$ cat config.mk
export PLATFORM = sky130hd
export DESIGN_NAME = infix_expression_evaluator_top
export DESIGN_NICKNAME = d
export VERILOG_FILES = /design/src/sv/iee_pkg.sv /design/src/sv/iee_ram.sv /design/src/sv/iee_front.sv /design/src/sv/iee_fifo.sv /design/src/sv/iee_div.sv /design/src/sv/iee_back.sv /design/src/sv/infix_expression_evaluator_top.sv
export SDC_FILE = /design/constraint.sdc
export NUM_CORES = 2
export LEC_CHECK = 0
export BUFFER_PORTS_ARGS = -buffer_cell sky130_fd_sc_hd__buf_2
export CAP_MARGIN = 25
export CORE_MARGIN = 3
export CORE_UTILIZATION = 45
export CTS_CLUSTER_DIAMETER = 50
export DETAILED_ROUTE_END_ITERATION = 8
export GPL_ROUTABILITY_DRIVEN = 0
export PLACE_DENSITY_LB_ADDON = 0.3
export SYNTH_ARGS = -nofsm -noshare
export SYNTH_HDL_FRONTEND = slang
export SYNTH_SLANG_ARGS = --single-unit
$ cat constraint.sdc
create_clock -name clk_i -period 8.3 [get_ports clk_i]
set_input_delay 0 -clock clk_i [delete_from_list [all_inputs] [get_ports clk_i]]
set_output_delay 0 -clock clk_i [all_outputs]
set_load 0.01 [all_outputs]
$ cat src/sv/iee_pkg.sv
// ----------------------------------------------------------------------------
// iee_pkg
// Shared types and constants for the infix expression evaluator.
// ----------------------------------------------------------------------------
package iee_pkg;

  localparam int unsigned ValueW = 32;

  typedef enum logic [2:0] {
    OP_ADD  = 3'd0,
    OP_SUB  = 3'd1,
    OP_MUL  = 3'd2,
    OP_DIV  = 3'd3,
    OP_LPAR = 3'd4
  } op_e;

  typedef enum logic [1:0] {
    ST_OK       = 2'd0,
    ST_SYNTAX   = 2'd1,
    ST_DIVZERO  = 2'd2,
    ST_OVERFLOW = 2'd3
  } status_e;

  typedef enum logic [2:0] {
    TK_NUM  = 3'd0,
    TK_OP   = 3'd1,
    TK_LPAR = 3'd2,
    TK_RPAR = 3'd3,
    TK_END  = 3'd4,
    TK_BAD  = 3'd5
  } tok_kind_e;

  typedef struct packed {
    tok_kind_e          kind;
    logic [ValueW-1:0]  data;  // number, or operator code in low bits
  } token_t;

  localparam logic [7:0] ChPlus  = 8'h2b;
  localparam logic [7:0] ChMinus = 8'h2d;
  localparam logic [7:0] ChStar  = 8'h2a;
  localparam logic [7:0] ChSlash = 8'h2f;
  localparam logic [7:0] ChLpar  = 8'h28;
  localparam logic [7:0] ChRpar  = 8'h29;
  localparam logic [7:0] ChZero  = 8'h30;
  localparam logic [7:0] ChNine  = 8'h39;

  // True when stacked operator t binds at least as tightly as incoming op.
  function automatic logic prec_ge(op_e t, op_e op);
    logic t_hi;
    logic op_hi;
    t_hi  = (t == OP_MUL) || (t == OP_DIV);
    op_hi = (op == OP_MUL) || (op == OP_DIV);
    return t_hi || !op_hi;
  endfunction

endpackage

$ cat src/sv/iee_ram.sv
// ----------------------------------------------------------------------------
// iee_ram
// Generic single-write, single-read RAM with registered read data.
// ----------------------------------------------------------------------------
module iee_ram #(
  parameter int unsigned Width = 32,
  parameter int unsigned Depth = 16,
  localparam int unsigned AddrW = (Depth > 1) ? $clog2(Depth) : 1
) (
  input  logic             clk_i,
  input  logic             we_i,
  input  logic [AddrW-1:0] waddr_i,
  input  logic [Width-1:0] wdata_i,
  input  logic             re_i,
  input  logic [AddrW-1:0] raddr_i,
  output logic [Width-1:0] rdata_o
);

  logic [Width-1:0] mem [Depth];
  logic [Width-1:0] rdata_q;

  always_ff @(posedge clk_i) begin
    if (we_i) begin
      mem[waddr_i] <= wdata_i;
    end
    if (re_i) begin
      rdata_q <= mem[raddr_i];
    end
  end

  assign rdata_o = rdata_q;

endmodule

$ cat src/sv/iee_front.sv
// ----------------------------------------------------------------------------
// iee_front
// Character classifier: builds decimal numbers and emits tokens.
// ----------------------------------------------------------------------------
module iee_front (
  input  logic            clk_i,
  input  logic            rst_ni,
  input  logic            valid_i,
  output logic            ready_o,
  input  logic [7:0]      char_code_i,
  input  logic            end_of_expr_i,
  output logic            tok_valid_o,
  input  logic            tok_ready_i,
  output iee_pkg::token_t tok_o
);
  import iee_pkg::*;

  logic              in_num_q, in_num_d;
  logic [ValueW-1:0] acc_q, acc_d;
  logic              pend_q, pend_d;
  token_t            pend_tok_q, pend_tok_d;
  token_t            cls_tok;
  logic              is_digit;
  logic              accept;

  // Classify the incoming character.
  always_comb begin
    is_digit      = (char_code_i >= ChZero) && (char_code_i <= ChNine);
    cls_tok.data  = '0;
    cls_tok.kind  = TK_BAD;
    if (end_of_expr_i) begin
      cls_tok.kind = TK_END;
    end else begin
      case (char_code_i)
        ChPlus:  begin cls_tok.kind = TK_OP; cls_tok.data[2:0] = OP_ADD; end
        ChMinus: begin cls_tok.kind = TK_OP; cls_tok.data[2:0] = OP_SUB; end
        ChStar:  begin cls_tok.kind = TK_OP; cls_tok.data[2:0] = OP_MUL; end
        ChSlash: begin cls_tok.kind = TK_OP; cls_tok.data[2:0] = OP_DIV; end
        ChLpar:  cls_tok.kind = TK_LPAR;
        ChRpar:  cls_tok.kind = TK_RPAR;
        default: cls_tok.kind = TK_BAD;
      endcase
    end
  end

  assign ready_o = !pend_q && tok_ready_i;
  assign accept  = valid_i && ready_o;

  always_comb begin
    in_num_d    = in_num_q;
    acc_d       = acc_q;
    pend_d      = pend_q;
    pend_tok_d  = pend_tok_q;
    tok_valid_o = 1'b0;
    tok_o       = cls_tok;
    if (pend_q) begin
      tok_valid_o = 1'b1;
      tok_o       = pend_tok_q;
      if (tok_ready_i) begin
        pend_d = 1'b0;
      end
    end else if (accept) begin
      if (!end_of_expr_i && is_digit) begin
        // acc * 10 + digit
        acc_d    = (acc_q << 3) + (acc_q << 1) + ValueW'(char_code_i - ChZero);
        in_num_d = 1'b1;
      end else begin
        tok_valid_o = 1'b1;
        in_num_d    = 1'b0;
        acc_d       = '0;
        // A stray character flags without flushing the number.
        if (in_num_q && cls_tok.kind != TK_BAD) begin
          tok_o.kind = TK_NUM;
          tok_o.data = acc_q;
          pend_d     = 1'b1;
          pend_tok_d = cls_tok;
        end
      end
    end
  end

  always_ff @(posedge clk_i or negedge rst_ni) begin
    if (!rst_ni) begin
      in_num_q <= 1'b0;
      acc_q    <= '0;
      pend_q   <= 1'b0;
    end else begin
      in_num_q <= in_num_d;
      acc_q    <= acc_d;
      pend_q   <= pend_d;
    end
  end

  always_ff @(posedge clk_i) begin
    pend_tok_q <= pend_tok_d;
  end

endmodule

$ cat src/sv/iee_fifo.sv
// ----------------------------------------------------------------------------
// iee_fifo
// Two-entry token queue between the classifier and the stack engine.
// ----------------------------------------------------------------------------
module iee_fifo (
  input  logic            clk_i,
  input  logic            rst_ni,
  input  logic            wvalid_i,
  output logic            wready_o,
  input  iee_pkg::token_t wdata_i,
  output logic            rvalid_o,
  input  logic            rready_i,
  output iee_pkg::token_t rdata_o
);
  import iee_pkg::*;

  token_t     slot_q [2];
  logic       wptr_q, rptr_q;
  logic [1:0] cnt_q;
  logic       push, pop;

  assign wready_o = (cnt_q != 2'd2);
  assign rvalid_o = (cnt_q != 2'd0);
  assign rdata_o  = slot_q[rptr_q];
  assign push     = wvalid_i && wready_o;
  assign pop      = rvalid_o && rready_i;

  always_ff @(posedge clk_i or negedge rst_ni) begin
    if (!rst_ni) begin
      wptr_q <= 1'b0;
      rptr_q <= 1'b0;
      cnt_q  <= 2'd0;
    end else begin
      if (push) begin
        wptr_q <= !wptr_q;
      end
      if (pop) begin
        rptr_q <= !rptr_q;
      end
      cnt_q <= cnt_q + {1'b0, push} - {1'b0, pop};
    end
  end

  always_ff @(posedge clk_i) begin
    if (push) begin
      slot_q[wptr_q] <= wdata_i;
    end
  end

endmodule

$ cat src/sv/iee_div.sv
// ----------------------------------------------------------------------------
// iee_div
// Signed 32-bit divider, truncating, one quotient bit per cycle.
// ----------------------------------------------------------------------------
module iee_div (
  input  logic                      clk_i,
  input  logic                      rst_ni,
  input  logic                      start_i,
  input  logic [iee_pkg::ValueW-1:0] dividend_i,
  input  logic [iee_pkg::ValueW-1:0] divisor_i,
  output logic                      done_o,
  output logic [iee_pkg::ValueW-1:0] quot_o
);
  import iee_pkg::*;

  localparam int unsigned CntW = $clog2(ValueW + 1);

  logic              busy_q;
  logic              done_q;
  logic [CntW-1:0]   cnt_q;
  logic              neg_q;
  logic [ValueW:0]   rem_q;
  logic [ValueW-1:0] quo_q;
  logic [ValueW-1:0] den_q;
  logic [ValueW:0]   rem_sh;
  logic              fits;

  assign rem_sh = {rem_q[ValueW-1:0], quo_q[ValueW-1]};
  assign fits   = rem_sh >= {1'b0, den_q};

  always_ff @(posedge clk_i or negedge rst_ni) begin
    if (!rst_ni) begin
      busy_q <= 1'b0;
      done_q <= 1'b0;
      cnt_q  <= '0;
    end else begin
      done_q <= busy_q && !start_i && (cnt_q == CntW'(1));
      if (start_i) begin
        busy_q <= 1'b1;
        cnt_q  <= CntW'(ValueW);
      end else if (busy_q) begin
        cnt_q <= cnt_q - 1'b1;
        if (cnt_q == CntW'(1)) begin
          busy_q <= 1'b0;
        end
      end
    end
  end

  always_ff @(posedge clk_i) begin
    if (start_i) begin
      neg_q <= dividend_i[ValueW-1] ^ divisor_i[ValueW-1];
      rem_q <= '0;
      quo_q <= dividend_i[ValueW-1] ? (~dividend_i + 1'b1) : dividend_i;
      den_q <= divisor_i[ValueW-1] ? (~divisor_i + 1'b1) : divisor_i;
    end else if (busy_q) begin
      rem_q <= fits ? (rem_sh - {1'b0, den_q}) : rem_sh;
      quo_q <= {quo_q[ValueW-2:0], fits};
    end
  end

  assign done_o = done_q;
  assign quot_o = neg_q ? (~quo_q + 1'b1) : quo_q;

endmodule

$ cat src/sv/iee_back.sv
// ----------------------------------------------------------------------------
// iee_back
// Stack engine: value and operator stacks, reductions, result register.
// ----------------------------------------------------------------------------
module iee_back #(
  parameter int unsigned VALUE_DEPTH    = 16,
  parameter int unsigned OPERATOR_DEPTH = 16
) (
  input  logic                       clk_i,
  input  logic                       rst_ni,
  input  logic                       tok_valid_i,
  output logic                       tok_ready_o,
  input  iee_pkg::token_t            tok_i,
  output logic                       res_valid_o,
  input  logic                       res_ready_i,
  output logic [iee_pkg::ValueW-1:0] res_value_o,
  output iee_pkg::status_e           res_status_o
);
  import iee_pkg::*;

  localparam int unsigned VCntW = $clog2(VALUE_DEPTH + 1);
  localparam int unsigned OCntW = $clog2(OPERATOR_DEPTH + 1);
  localparam int unsigned VAW   = $clog2(VALUE_DEPTH);
  localparam int unsigned OAW   = $clog2(OPERATOR_DEPTH);

  typedef enum logic [3:0] {
    S_IDLE, S_CHK, S_DEC, S_RA, S_RB, S_EXE, S_DIV, S_FIN, S_OUT
  } state_e;

  state_e            state_q;
  logic [VCntW-1:0]  vtop_q;
  logic [OCntW-1:0]  otop_q;
  status_e           err_q;
  tok_kind_e         kind_q;
  op_e               tok_op_q;
  op_e               rop_q;
  logic [ValueW-1:0] a_q;
  logic              res_valid_q;
  logic [ValueW-1:0] res_value_q;
  status_e           res_status_q;

  logic              v_we, v_re, o_we, o_re;
  logic [VAW-1:0]    v_waddr, v_raddr;
  logic [OAW-1:0]    o_waddr, o_raddr;
  logic [ValueW-1:0] v_wdata, v_rdata;
  op_e               o_wdata;
  logic [2:0]        o_rdata;
  op_e               top_op;
  logic              has_op;
  logic              red_go;
  logic              v_full, o_full;
  logic              div_start, div_done;
  logic [ValueW-1:0] div_quot;
  logic [ValueW-1:0] alu_res;
  logic              out_free;
  logic [VCntW-1:0]  vtop_m1, vtop_m2;
  logic [OCntW-1:0]  otop_m1;

  iee_ram #(.Width(ValueW), .Depth(VALUE_DEPTH)) u_vstack (
    .clk_i, .we_i(v_we), .waddr_i(v_waddr), .wdata_i(v_wdata),
    .re_i(v_re), .raddr_i(v_raddr), .rdata_o(v_rdata)
  );

  iee_ram #(.Width(3), .Depth(OPERATOR_DEPTH)) u_ostack (
    .clk_i, .we_i(o_we), .waddr_i(o_waddr), .wdata_i(o_wdata),
    .re_i(o_re), .raddr_i(o_raddr), .rdata_o(o_rdata)
  );

  iee_div u_div (
    .clk_i, .rst_ni, .start_i(div_start), .dividend_i(v_rdata),
    .divisor_i(a_q), .done_o(div_done), .quot_o(div_quot)
  );

  assign top_op   = op_e'(o_rdata);
  assign has_op   = (otop_q != '0);
  assign v_full   = (vtop_q == VCntW'(VALUE_DEPTH));
  assign o_full   = (otop_q == OCntW'(OPERATOR_DEPTH));
  assign vtop_m1  = vtop_q - 1'b1;
  assign vtop_m2  = vtop_q - 2'd2;
  assign otop_m1  = otop_q - 1'b1;
  assign out_free = !res_valid_q || res_ready_i;
  assign tok_ready_o = (state_q == S_IDLE);

  // Decode step: the top operator is reduced before the token goes on.
  assign red_go = (err_q == ST_OK) && has_op && (top_op != OP_LPAR) &&
                  ((kind_q != TK_OP) || prec_ge(top_op, tok_op_q));

  always_comb begin
    case (rop_q)
      OP_ADD:  alu_res = v_rdata + a_q;
      OP_SUB:  alu_res = v_rdata - a_q;
      default: alu_res = v_rdata * a_q;
    endcase
  end

  // Memory port control.
  always_comb begin
    v_we      = 1'b0;
    v_waddr   = vtop_q[VAW-1:0];
    v_wdata   = tok_i.data;
    v_re      = 1'b0;
    v_raddr   = vtop_m1[VAW-1:0];
    o_we      = 1'b0;
    o_waddr   = otop_q[OAW-1:0];
    o_wdata   = OP_LPAR;
    o_re      = 1'b0;
    o_raddr   = otop_m1[OAW-1:0];
    div_start = 1'b0;
    case (state_q)
      S_IDLE: begin
        if (tok_valid_i && err_q == ST_OK) begin
          v_we = (tok_i.kind == TK_NUM) && !v_full;
          o_we = (tok_i.kind == TK_LPAR) && !o_full;
        end
      end
      S_CHK: o_re = has_op;
      S_DEC: begin
        o_wdata = tok_op_q;
        o_we    = (kind_q == TK_OP) && (err_q == ST_OK) && !o_full && !red_go;
      end
      S_RA: v_re = 1'b1;
      S_RB: begin
        v_re    = 1'b1;
        v_raddr = vtop_m2[VAW-1:0];
      end
      S_EXE: begin
        v_waddr   = vtop_m2[VAW-1:0];
        v_wdata   = alu_res;
        v_we      = (rop_q != OP_DIV);
        div_start = (rop_q == OP_DIV) && (a_q != '0);
      end
      S_DIV: begin
        v_waddr = vtop_m2[VAW-1:0];
        v_wdata = div_quot;
        v_we    = div_done;
      end
      S_FIN: begin
        v_re    = 1'b1;
        v_raddr = '0;
      end
      default: ;
    endcase
  end

  always_ff @(posedge clk_i or negedge rst_ni) begin
    if (!rst_ni) begin
      state_q     <= S_IDLE;
      vtop_q      <= '0;
      otop_q      <= '0;
      err_q       <= ST_OK;
      kind_q      <= TK_END;
      tok_op_q    <= OP_ADD;
      rop_q       <= OP_ADD;
      res_valid_q <= 1'b0;
    end else begin
      if (res_valid_q && res_ready_i && state_q != S_OUT) begin
        res_valid_q <= 1'b0;
      end
      case (state_q)
        S_IDLE: begin
          if (tok_valid_i) begin
            kind_q   <= tok_i.kind;
            tok_op_q <= op_e'(tok_i.data[2:0]);
            if (err_q == ST_OK || tok_i.kind == TK_END) begin
              case (tok_i.kind)
                TK_NUM: begin
                  if (v_full) err_q <= ST_OVERFLOW;
                  else        vtop_q <= vtop_q + 1'b1;
                end
                TK_LPAR: begin
                  if (o_full) err_q <= ST_OVERFLOW;
                  else        otop_q <= otop_q + 1'b1;
                end
                TK_BAD:  err_q   <= ST_SYNTAX;
                default: state_q <= S_CHK;
              endcase
            end
          end
        end
        S_CHK: state_q <= S_DEC;
        S_DEC: begin
          if (red_go) begin
            otop_q <= otop_m1;
            rop_q  <= top_op;
            if (vtop_q < VCntW'(2)) begin
              err_q   <= ST_SYNTAX;
              state_q <= S_CHK;
            end else begin
              state_q <= S_RA;
            end
          end else begin
            state_q <= (kind_q inside {TK_OP, TK_RPAR}) ? S_IDLE : S_FIN;
            if (err_q == ST_OK) begin
              case (kind_q)
                TK_RPAR: begin
                  // Top is the matching '(' or the stack is empty.
                  if (has_op) otop_q <= otop_m1;
                  else        err_q  <= ST_SYNTAX;
                end
                TK_OP: begin
                  if (o_full) err_q  <= ST_OVERFLOW;
                  else        otop_q <= otop_q + 1'b1;
                end
                default: begin
                  // End of expression: anything left here is an open '('.
                  if (has_op) err_q <= ST_SYNTAX;
                end
              endcase
            end
          end
        end
        S_RA: state_q <= S_RB;
        S_RB: state_q <= S_EXE;
        S_EXE: begin
          if (rop_q != OP_DIV) begin
            vtop_q  <= vtop_m1;
            state_q <= S_CHK;
          end else if (a_q == '0) begin
            vtop_q  <= vtop_m2;
            err_q   <= ST_DIVZERO;
            state_q <= S_CHK;
          end else begin
            state_q <= S_DIV;
          end
        end
        S_DIV: begin
          if (div_done) begin
            vtop_q  <= vtop_m1;
            state_q <= S_CHK;
          end
        end
        S_FIN: begin
          if (err_q == ST_OK && vtop_q != VCntW'(1)) begin
            err_q <= ST_SYNTAX;
          end
          state_q <= S_OUT;
        end
        S_OUT: begin
          if (out_free) begin
            res_valid_q  <= 1'b1;
            res_value_q  <= (err_q == ST_OK) ? v_rdata : '0;
            res_status_q <= err_q;
            vtop_q       <= '0;
            otop_q       <= '0;
            err_q        <= ST_OK;
            state_q      <= S_IDLE;
          end
        end
        default: state_q <= S_IDLE;
      endcase
    end
  end

  always_ff @(posedge clk_i) begin
    if (state_q == S_RB) begin
      a_q <= v_rdata;
    end
  end

  assign res_valid_o  = res_valid_q;
  assign res_value_o  = res_value_q;
  assign res_status_o = res_status_q;

endmodule

$ cat src/sv/infix_expression_evaluator_top.sv
// ----------------------------------------------------------------------------
// infix_expression_evaluator_top
// Two-stack infix evaluator: characters in, one value and status per
// expression out.
// ----------------------------------------------------------------------------
// Channel  Dir  Beat contents
// s_axis   in   tdata[7:0] char_code, tlast end_of_expr (char ignored)
// m_axis   out  tdata[31:0] value, tdata[33:32] status, rest zero
//
// A digit only extends the current number. An operator or bracket goes
// through the token queue; each reduction reads two operands and writes
// back one result, and a division also runs the shift-subtract divider.
// The end request waits for the final unwind and a free result register.
// Reset clears stack pointers, error state and the queue; stack RAMs are
// not cleared. Either side may stall; the queue and result register hold.
// ----------------------------------------------------------------------------
module infix_expression_evaluator_top #(
  parameter int unsigned VALUE_DEPTH    = 16,
  parameter int unsigned OPERATOR_DEPTH = 16
) (
  input  logic        clk_i,
  input  logic        rst_ni,
  input  logic        s_axis_tvalid_i,
  output logic        s_axis_tready_o,
  input  logic [7:0]  s_axis_tdata_i,   // [7:0] char_code
  input  logic        s_axis_tlast_i,
  output logic        m_axis_tvalid_o,
  input  logic        m_axis_tready_i,
  output logic [39:0] m_axis_tdata_o    // [31:0] value, [33:32] status
);
  import iee_pkg::*;

  logic              f_valid, f_ready, q_valid, q_ready;
  token_t            f_tok, q_tok;
  logic [ValueW-1:0] res_value;
  status_e           res_status;

  // Front: character classification and number building.
  iee_front u_front (
    .clk_i, .rst_ni,
    .valid_i(s_axis_tvalid_i), .ready_o(s_axis_tready_o),
    .char_code_i(s_axis_tdata_i), .end_of_expr_i(s_axis_tlast_i),
    .tok_valid_o(f_valid), .tok_ready_i(f_ready), .tok_o(f_tok)
  );

  // Decoupling queue.
  iee_fifo u_fifo (
    .clk_i, .rst_ni,
    .wvalid_i(f_valid), .wready_o(f_ready), .wdata_i(f_tok),
    .rvalid_o(q_valid), .rready_i(q_ready), .rdata_o(q_tok)
  );

  // Back: stacks, reductions, divider, result register.
  iee_back #(
    .VALUE_DEPTH(VALUE_DEPTH), .OPERATOR_DEPTH(OPERATOR_DEPTH)
  ) u_back (
    .clk_i, .rst_ni,
    .tok_valid_i(q_valid), .tok_ready_o(q_ready), .tok_i(q_tok),
    .res_valid_o(m_axis_tvalid_o), .res_ready_i(m_axis_tready_i),
    .res_value_o(res_value), .res_status_o(res_status)
  );

  assign m_axis_tdata_o = {6'd0, res_status, res_value};

  // An error result always carries a zero value.
  assert property (@(posedge clk_i) disable iff (!rst_ni)
    m_axis_tvalid_o && (m_axis_tdata_o[33:32] != ST_OK) |-> m_axis_tdata_o[31:0] == '0)
    else $error("error result with non-zero value");

  // The front offers a token to a full queue only while it takes no input.
  assert property (@(posedge clk_i) disable iff (!rst_ni)
    f_valid |-> f_ready || !s_axis_tready_o)
    else $error("token lost at queue");

  // A pending result stays valid until it has been taken.
  assert property (@(posedge clk_i) disable iff (!rst_ni)
    m_axis_tvalid_o && !m_axis_tready_i |=> m_axis_tvalid_o)
    else $error("pending result dropped");

endmodule
==> impl_metrics.toml <==
[detailed_routing]
first_pass_iters = 6
ant_nets = 0
avgViaCountPerCell = 5.77
drc_errors = 0
drtIter0Drc = 4534
wl_per_cell_um = 22.9
wl_um = 170000
routed-via-count = 42800

[clock_tree]
cts_buffer_depth = 3
cts_made_buffers = 120
ctsRootBufferMaster = "clkbuf_16"
insertion_delay_ps = 770
cts-htree-levels = 3
cts_sinks = 905
path_clk_slew_ps = 60
cts_tree = "done"

[run_status]
status = "finished, final reports clean"

[min_path]
hp-class = "input pin to register"
whs_endpoint = "u_front.acc_q[4]$_DFFE_PN0P_"
holdPathStages = 5
holdCritStartpoint = "s_axis_tdata_i[3]"

[place]
io_buffers = 48
dpl.hpwl_um = 114000

[floorplan]
design.die.area_mm2 = 0.139
die_w_um = 373
core.rowCount = 133
core_area_mm2 = 0.132
start_util_pct = 45.7
fp.dieH_um = 373
ioPinCount = 55

[sta]
worstMarginPinSlew_ps = 1050
max_freq_mhz = 127
hold_slack_ps = 82.3
fin_skew_ps = 40.3
max_slew_margin_pct = 30.2
grt_setup_unrepaired = "false"
min_period_ps = 7880
setup_tns_ps = 0
setup_viol = 0
fin_crit_sh_pct = 94.9
hold_violations = 0
slew_violations = 0

[synthesis]
yosysWarnings = 0
synth.avg_cell_area_um2 = 10.9
yosysTopAreaCell = "edfxtp_1"
ys_async_sr_fraction_pct = 7.96
synth-seq-cells = 905
syn_area_mm2 = 0.0605
synthCells = 5540
synth_top_area_share_pct = 39.8
synth_cell_types = 86
synth-seq-area-share_pct = 43.8
synth_edf_count = 801
synthFlopType = "edfxtp_1"
ys_top_cells_by_area = "edfxtp_1 40%, fa_1 15%, and2_1 5.0%"

[grt]
grt_max_degree = 192
grt_pass1_wl_um = 262000
first_global_vias = 42600
track_usage_pct = 24.2
antenna_found_initial = 4
grt_remaining_overflow = 0

[final_layout]
drive_above_1_share_pct = 9.03
fin_util_pct = 51.0
diodes = 0
areaGrowthSynthToFinish_pct = 11.6
finish.net_count = 6258
fillers = 11600

[worst_setup_path]
worstSetupEndpointType = "register"
rr_endpoint = "u_back.u_vstack.mem[2][23]$_DFFE_PP_"
slowest_stage = "o41ai_1"
cp-start-kind = "register"
worst-path-max-fanout = 16
cp_top_family = "adder cells"
worstSetupPathType = "register to register"
max_stage_delay_ps = 700
cp_common_cell = "fa_1"
critPathBufInv = 5
rrSetupSlack_ps = 420
worstPathArrival_ps = 8330
worstRegToRegCells = 22
r2r_start = "u_back.a_q[4]$_DFFE_PP_"
worstPathRequired_ps = 8750
crit_path_cell_trace = "buf_4 -> and2_1 -> fa_1 -> inv_1 -> fa_1 -> fa_1 -> inv_1 -> fa_1 -> ha_1 -> ha_1 -> inv_1 -> fa_1 -> inv_1 -> fa_1 -> ha_1 -> o41ai_1 -> and3_1 -> nor2_1 -> a211oi_1 -> o21ai_0 -> xor2_1 -> a221o_1"

[run]
max_cap_viol_count = 0
==> layout make-up <==
cell class                      count  area (um^2)  area share (%)
Tap cell                         1755         2200            3.25
Timing Repair Buffer              237         1800            2.67
Clock inverter                     92         1060            1.57
Clock buffer                      133         3080            4.56
Sequential cell                   905        26500            39.2
Inverter                          481         1810            2.67
Multi-Input combinational cell   3822        31100            46.0
==> cell usage after synthesis, drive strengths merged (8+ instances only) <==
master,count
nor3b,8
nand2,732
xnor2,160
xor2,126
o21a,21
or4,19
o31ai,37
nor3,75
ha,239
inv,481
mux4,15
mux2i,68
a2111oi,8
and3,24
or3,41
edfxtp,801
a311oi,69
a211oi,188
nor2,152
o211ai,27
o21ai,201
o21bai,12
buf,30
clkbuf,307
fa,439
nand4,21
nand4b,8
mux2,8
or2,20
a31oi,83
a21o,50
a21boi,8
o41ai,14
nand3,40
nor4,16
dfxtp,32
o221ai,21
nand2b,35
o22ai,17
dfrtp,71
and2,499
nor2b,25
nand3b,12
a211o,9
a21oi,201
==> repair_timing <==
| action | CTS | global route |
|---|---|---|
| setup buffers | 0 | 3 |
| hold buffers | 19 | 0 |
| endpoints found under the hold margin | 132 | 0 |
| resized for setup | 0 | 2 |
| setup endpoints to repair | 0 | 32 |
==> routing by layer <==
layer	vias to the layer above	part of all wire, %	GRT usage (%)
met4	0	3.8	9.17
met2	1824	45	37.6
li1	19300	-	-
met1	21300	43	34.5
met5	-	0	0
met3	359	8.2	3.62
==> how the worst max path moves through the flow <==
stage / start / end / slack [ps] / cells past startpoint
after floorplan: u_back.a_q[6]$_DFFE_PP_ / u_back.u_vstack.mem[0][26]$_DFFE_PP_ / 990 / 25
after global placement: u_back.u_vstack.rdata_o[8]$_DFFE_PP_ / u_back.u_vstack.mem[9][24]$_DFFE_PP_ / 440 / 21
after detailed placement: u_back.u_vstack.rdata_o[8]$_DFFE_PP_ / u_back.u_vstack.mem[10][24]$_DFFE_PP_ / 280 / 21
after CTS: u_back.u_vstack.rdata_o[8]$_DFFE_PP_ / u_back.u_vstack.mem[13][24]$_DFFE_PP_ / 230 / 21
after global routing: u_back.u_vstack.rdata_o[4]$_DFFE_PP_ / u_back.u_vstack.mem[2][23]$_DFFE_PP_ / 20 / 22
final: u_back.a_q[4]$_DFFE_PP_ / u_back.u_vstack.mem[2][23]$_DFFE_PP_ / 420 / 22
==> cells by family (layout without fill, tap and decap cells) <==
| logic type | count (synthesis) | after routing | share of synthesized area, % |
|---|---|---|---|
| xor gates and xnor gates | 287 | 287 | 4.18 |
| buffers and inverters | 818 | 943 | 5.15 |
| adders and majority gates | 678 | 678 | 19.5 |
| other | 1 | 6 | 0.00620 |
| and+or+nand+nor | 1737 | 1737 | 14.3 |
| AOI/OAI and AO/OA | 1023 | 1023 | 11.3 |
| muxes | 91 | 91 | 1.83 |
| DFF | 905 | 905 | 43.8 |
==> flip-flops by register name (all words and copies together) (netlist names), 3 cells and up <==
register and count:
u_back.u_vstack.mem 512, u_fifo.slot_q 70, u_back.u_ostack.mem 48, u_back.a_q 32
u_back.res_value_o 32, u_back.u_div.den_q 32, u_back.u_div.quo_q 32, u_back.u_div.rem_q 32
u_back.u_vstack.rdata_o 32, u_front.acc_q 32, u_back.u_div.cnt_q 6, u_back.otop_q 5
u_back.vtop_q 5, u_front.pend_tok_q 5, u_back.state_q 4, u_back.kind_q 3
u_back.rop_q 3, u_back.tok_op_q 3, u_back.u_ostack.rdata_o 3
==> cell usage in the layout (no fill, tap or decap), types with 16 or more instances in the layout <==
master	n
edfxtp_1	801
nand2_1	732
and2_1	488
inv_1	480
fa_1	439
ha_1	239
a21oi_1	199
o21ai_0	195
a211oi_1	188
buf_4	165
xnor2_1	160
nor2_1	142
xor2_1	126
clkbuf_16	121
a31oi_1	83
a311oi_1	69
dfrtp_1	69
mux2i_1	68
nor3_1	65
a21o_1	50
buf_2	47
nand3_1	39
or3_1	38
o31ai_1	36
nand2b_1	34
dfxtp_1	32
o211ai_1	27
nor2b_1	25
and3_1	23
nand4_1	21
o21a_1	21
o221ai_1	21
inv_8	20
or2_2	18
dlygate4sd3_1	18
o22ai_1	16
clkinv_1	16
==> metrics by stage <==
| stage | cells | setup WS [ps] | cell area (um^2) |
|---|---|---|---|
| floorplan | 5545 | 991 | 60500 |
| global placement | 7173 | 444 | 63100 |
| detailed placement | 7174 | 285 | 63100 |
| CTS | 7418 | 225 | 67500 |
| global route | 7425 | 22.1 | 67500 |
| finish | 7425 | 420 | 67500 |
==> tightest hold or removal path: cells and delay by family <==
kind	cells	cell delay [ps]
buffers and inverters	1	130
adder cells (fa/ha/maj)	2	450
AND/OR/NAND/NOR	1	120
AO/OA/AOI/OAI	1	70
Power is not shown: default switching activity piles up to over one toggle a cycle in this logic, so the estimate is an artifact.
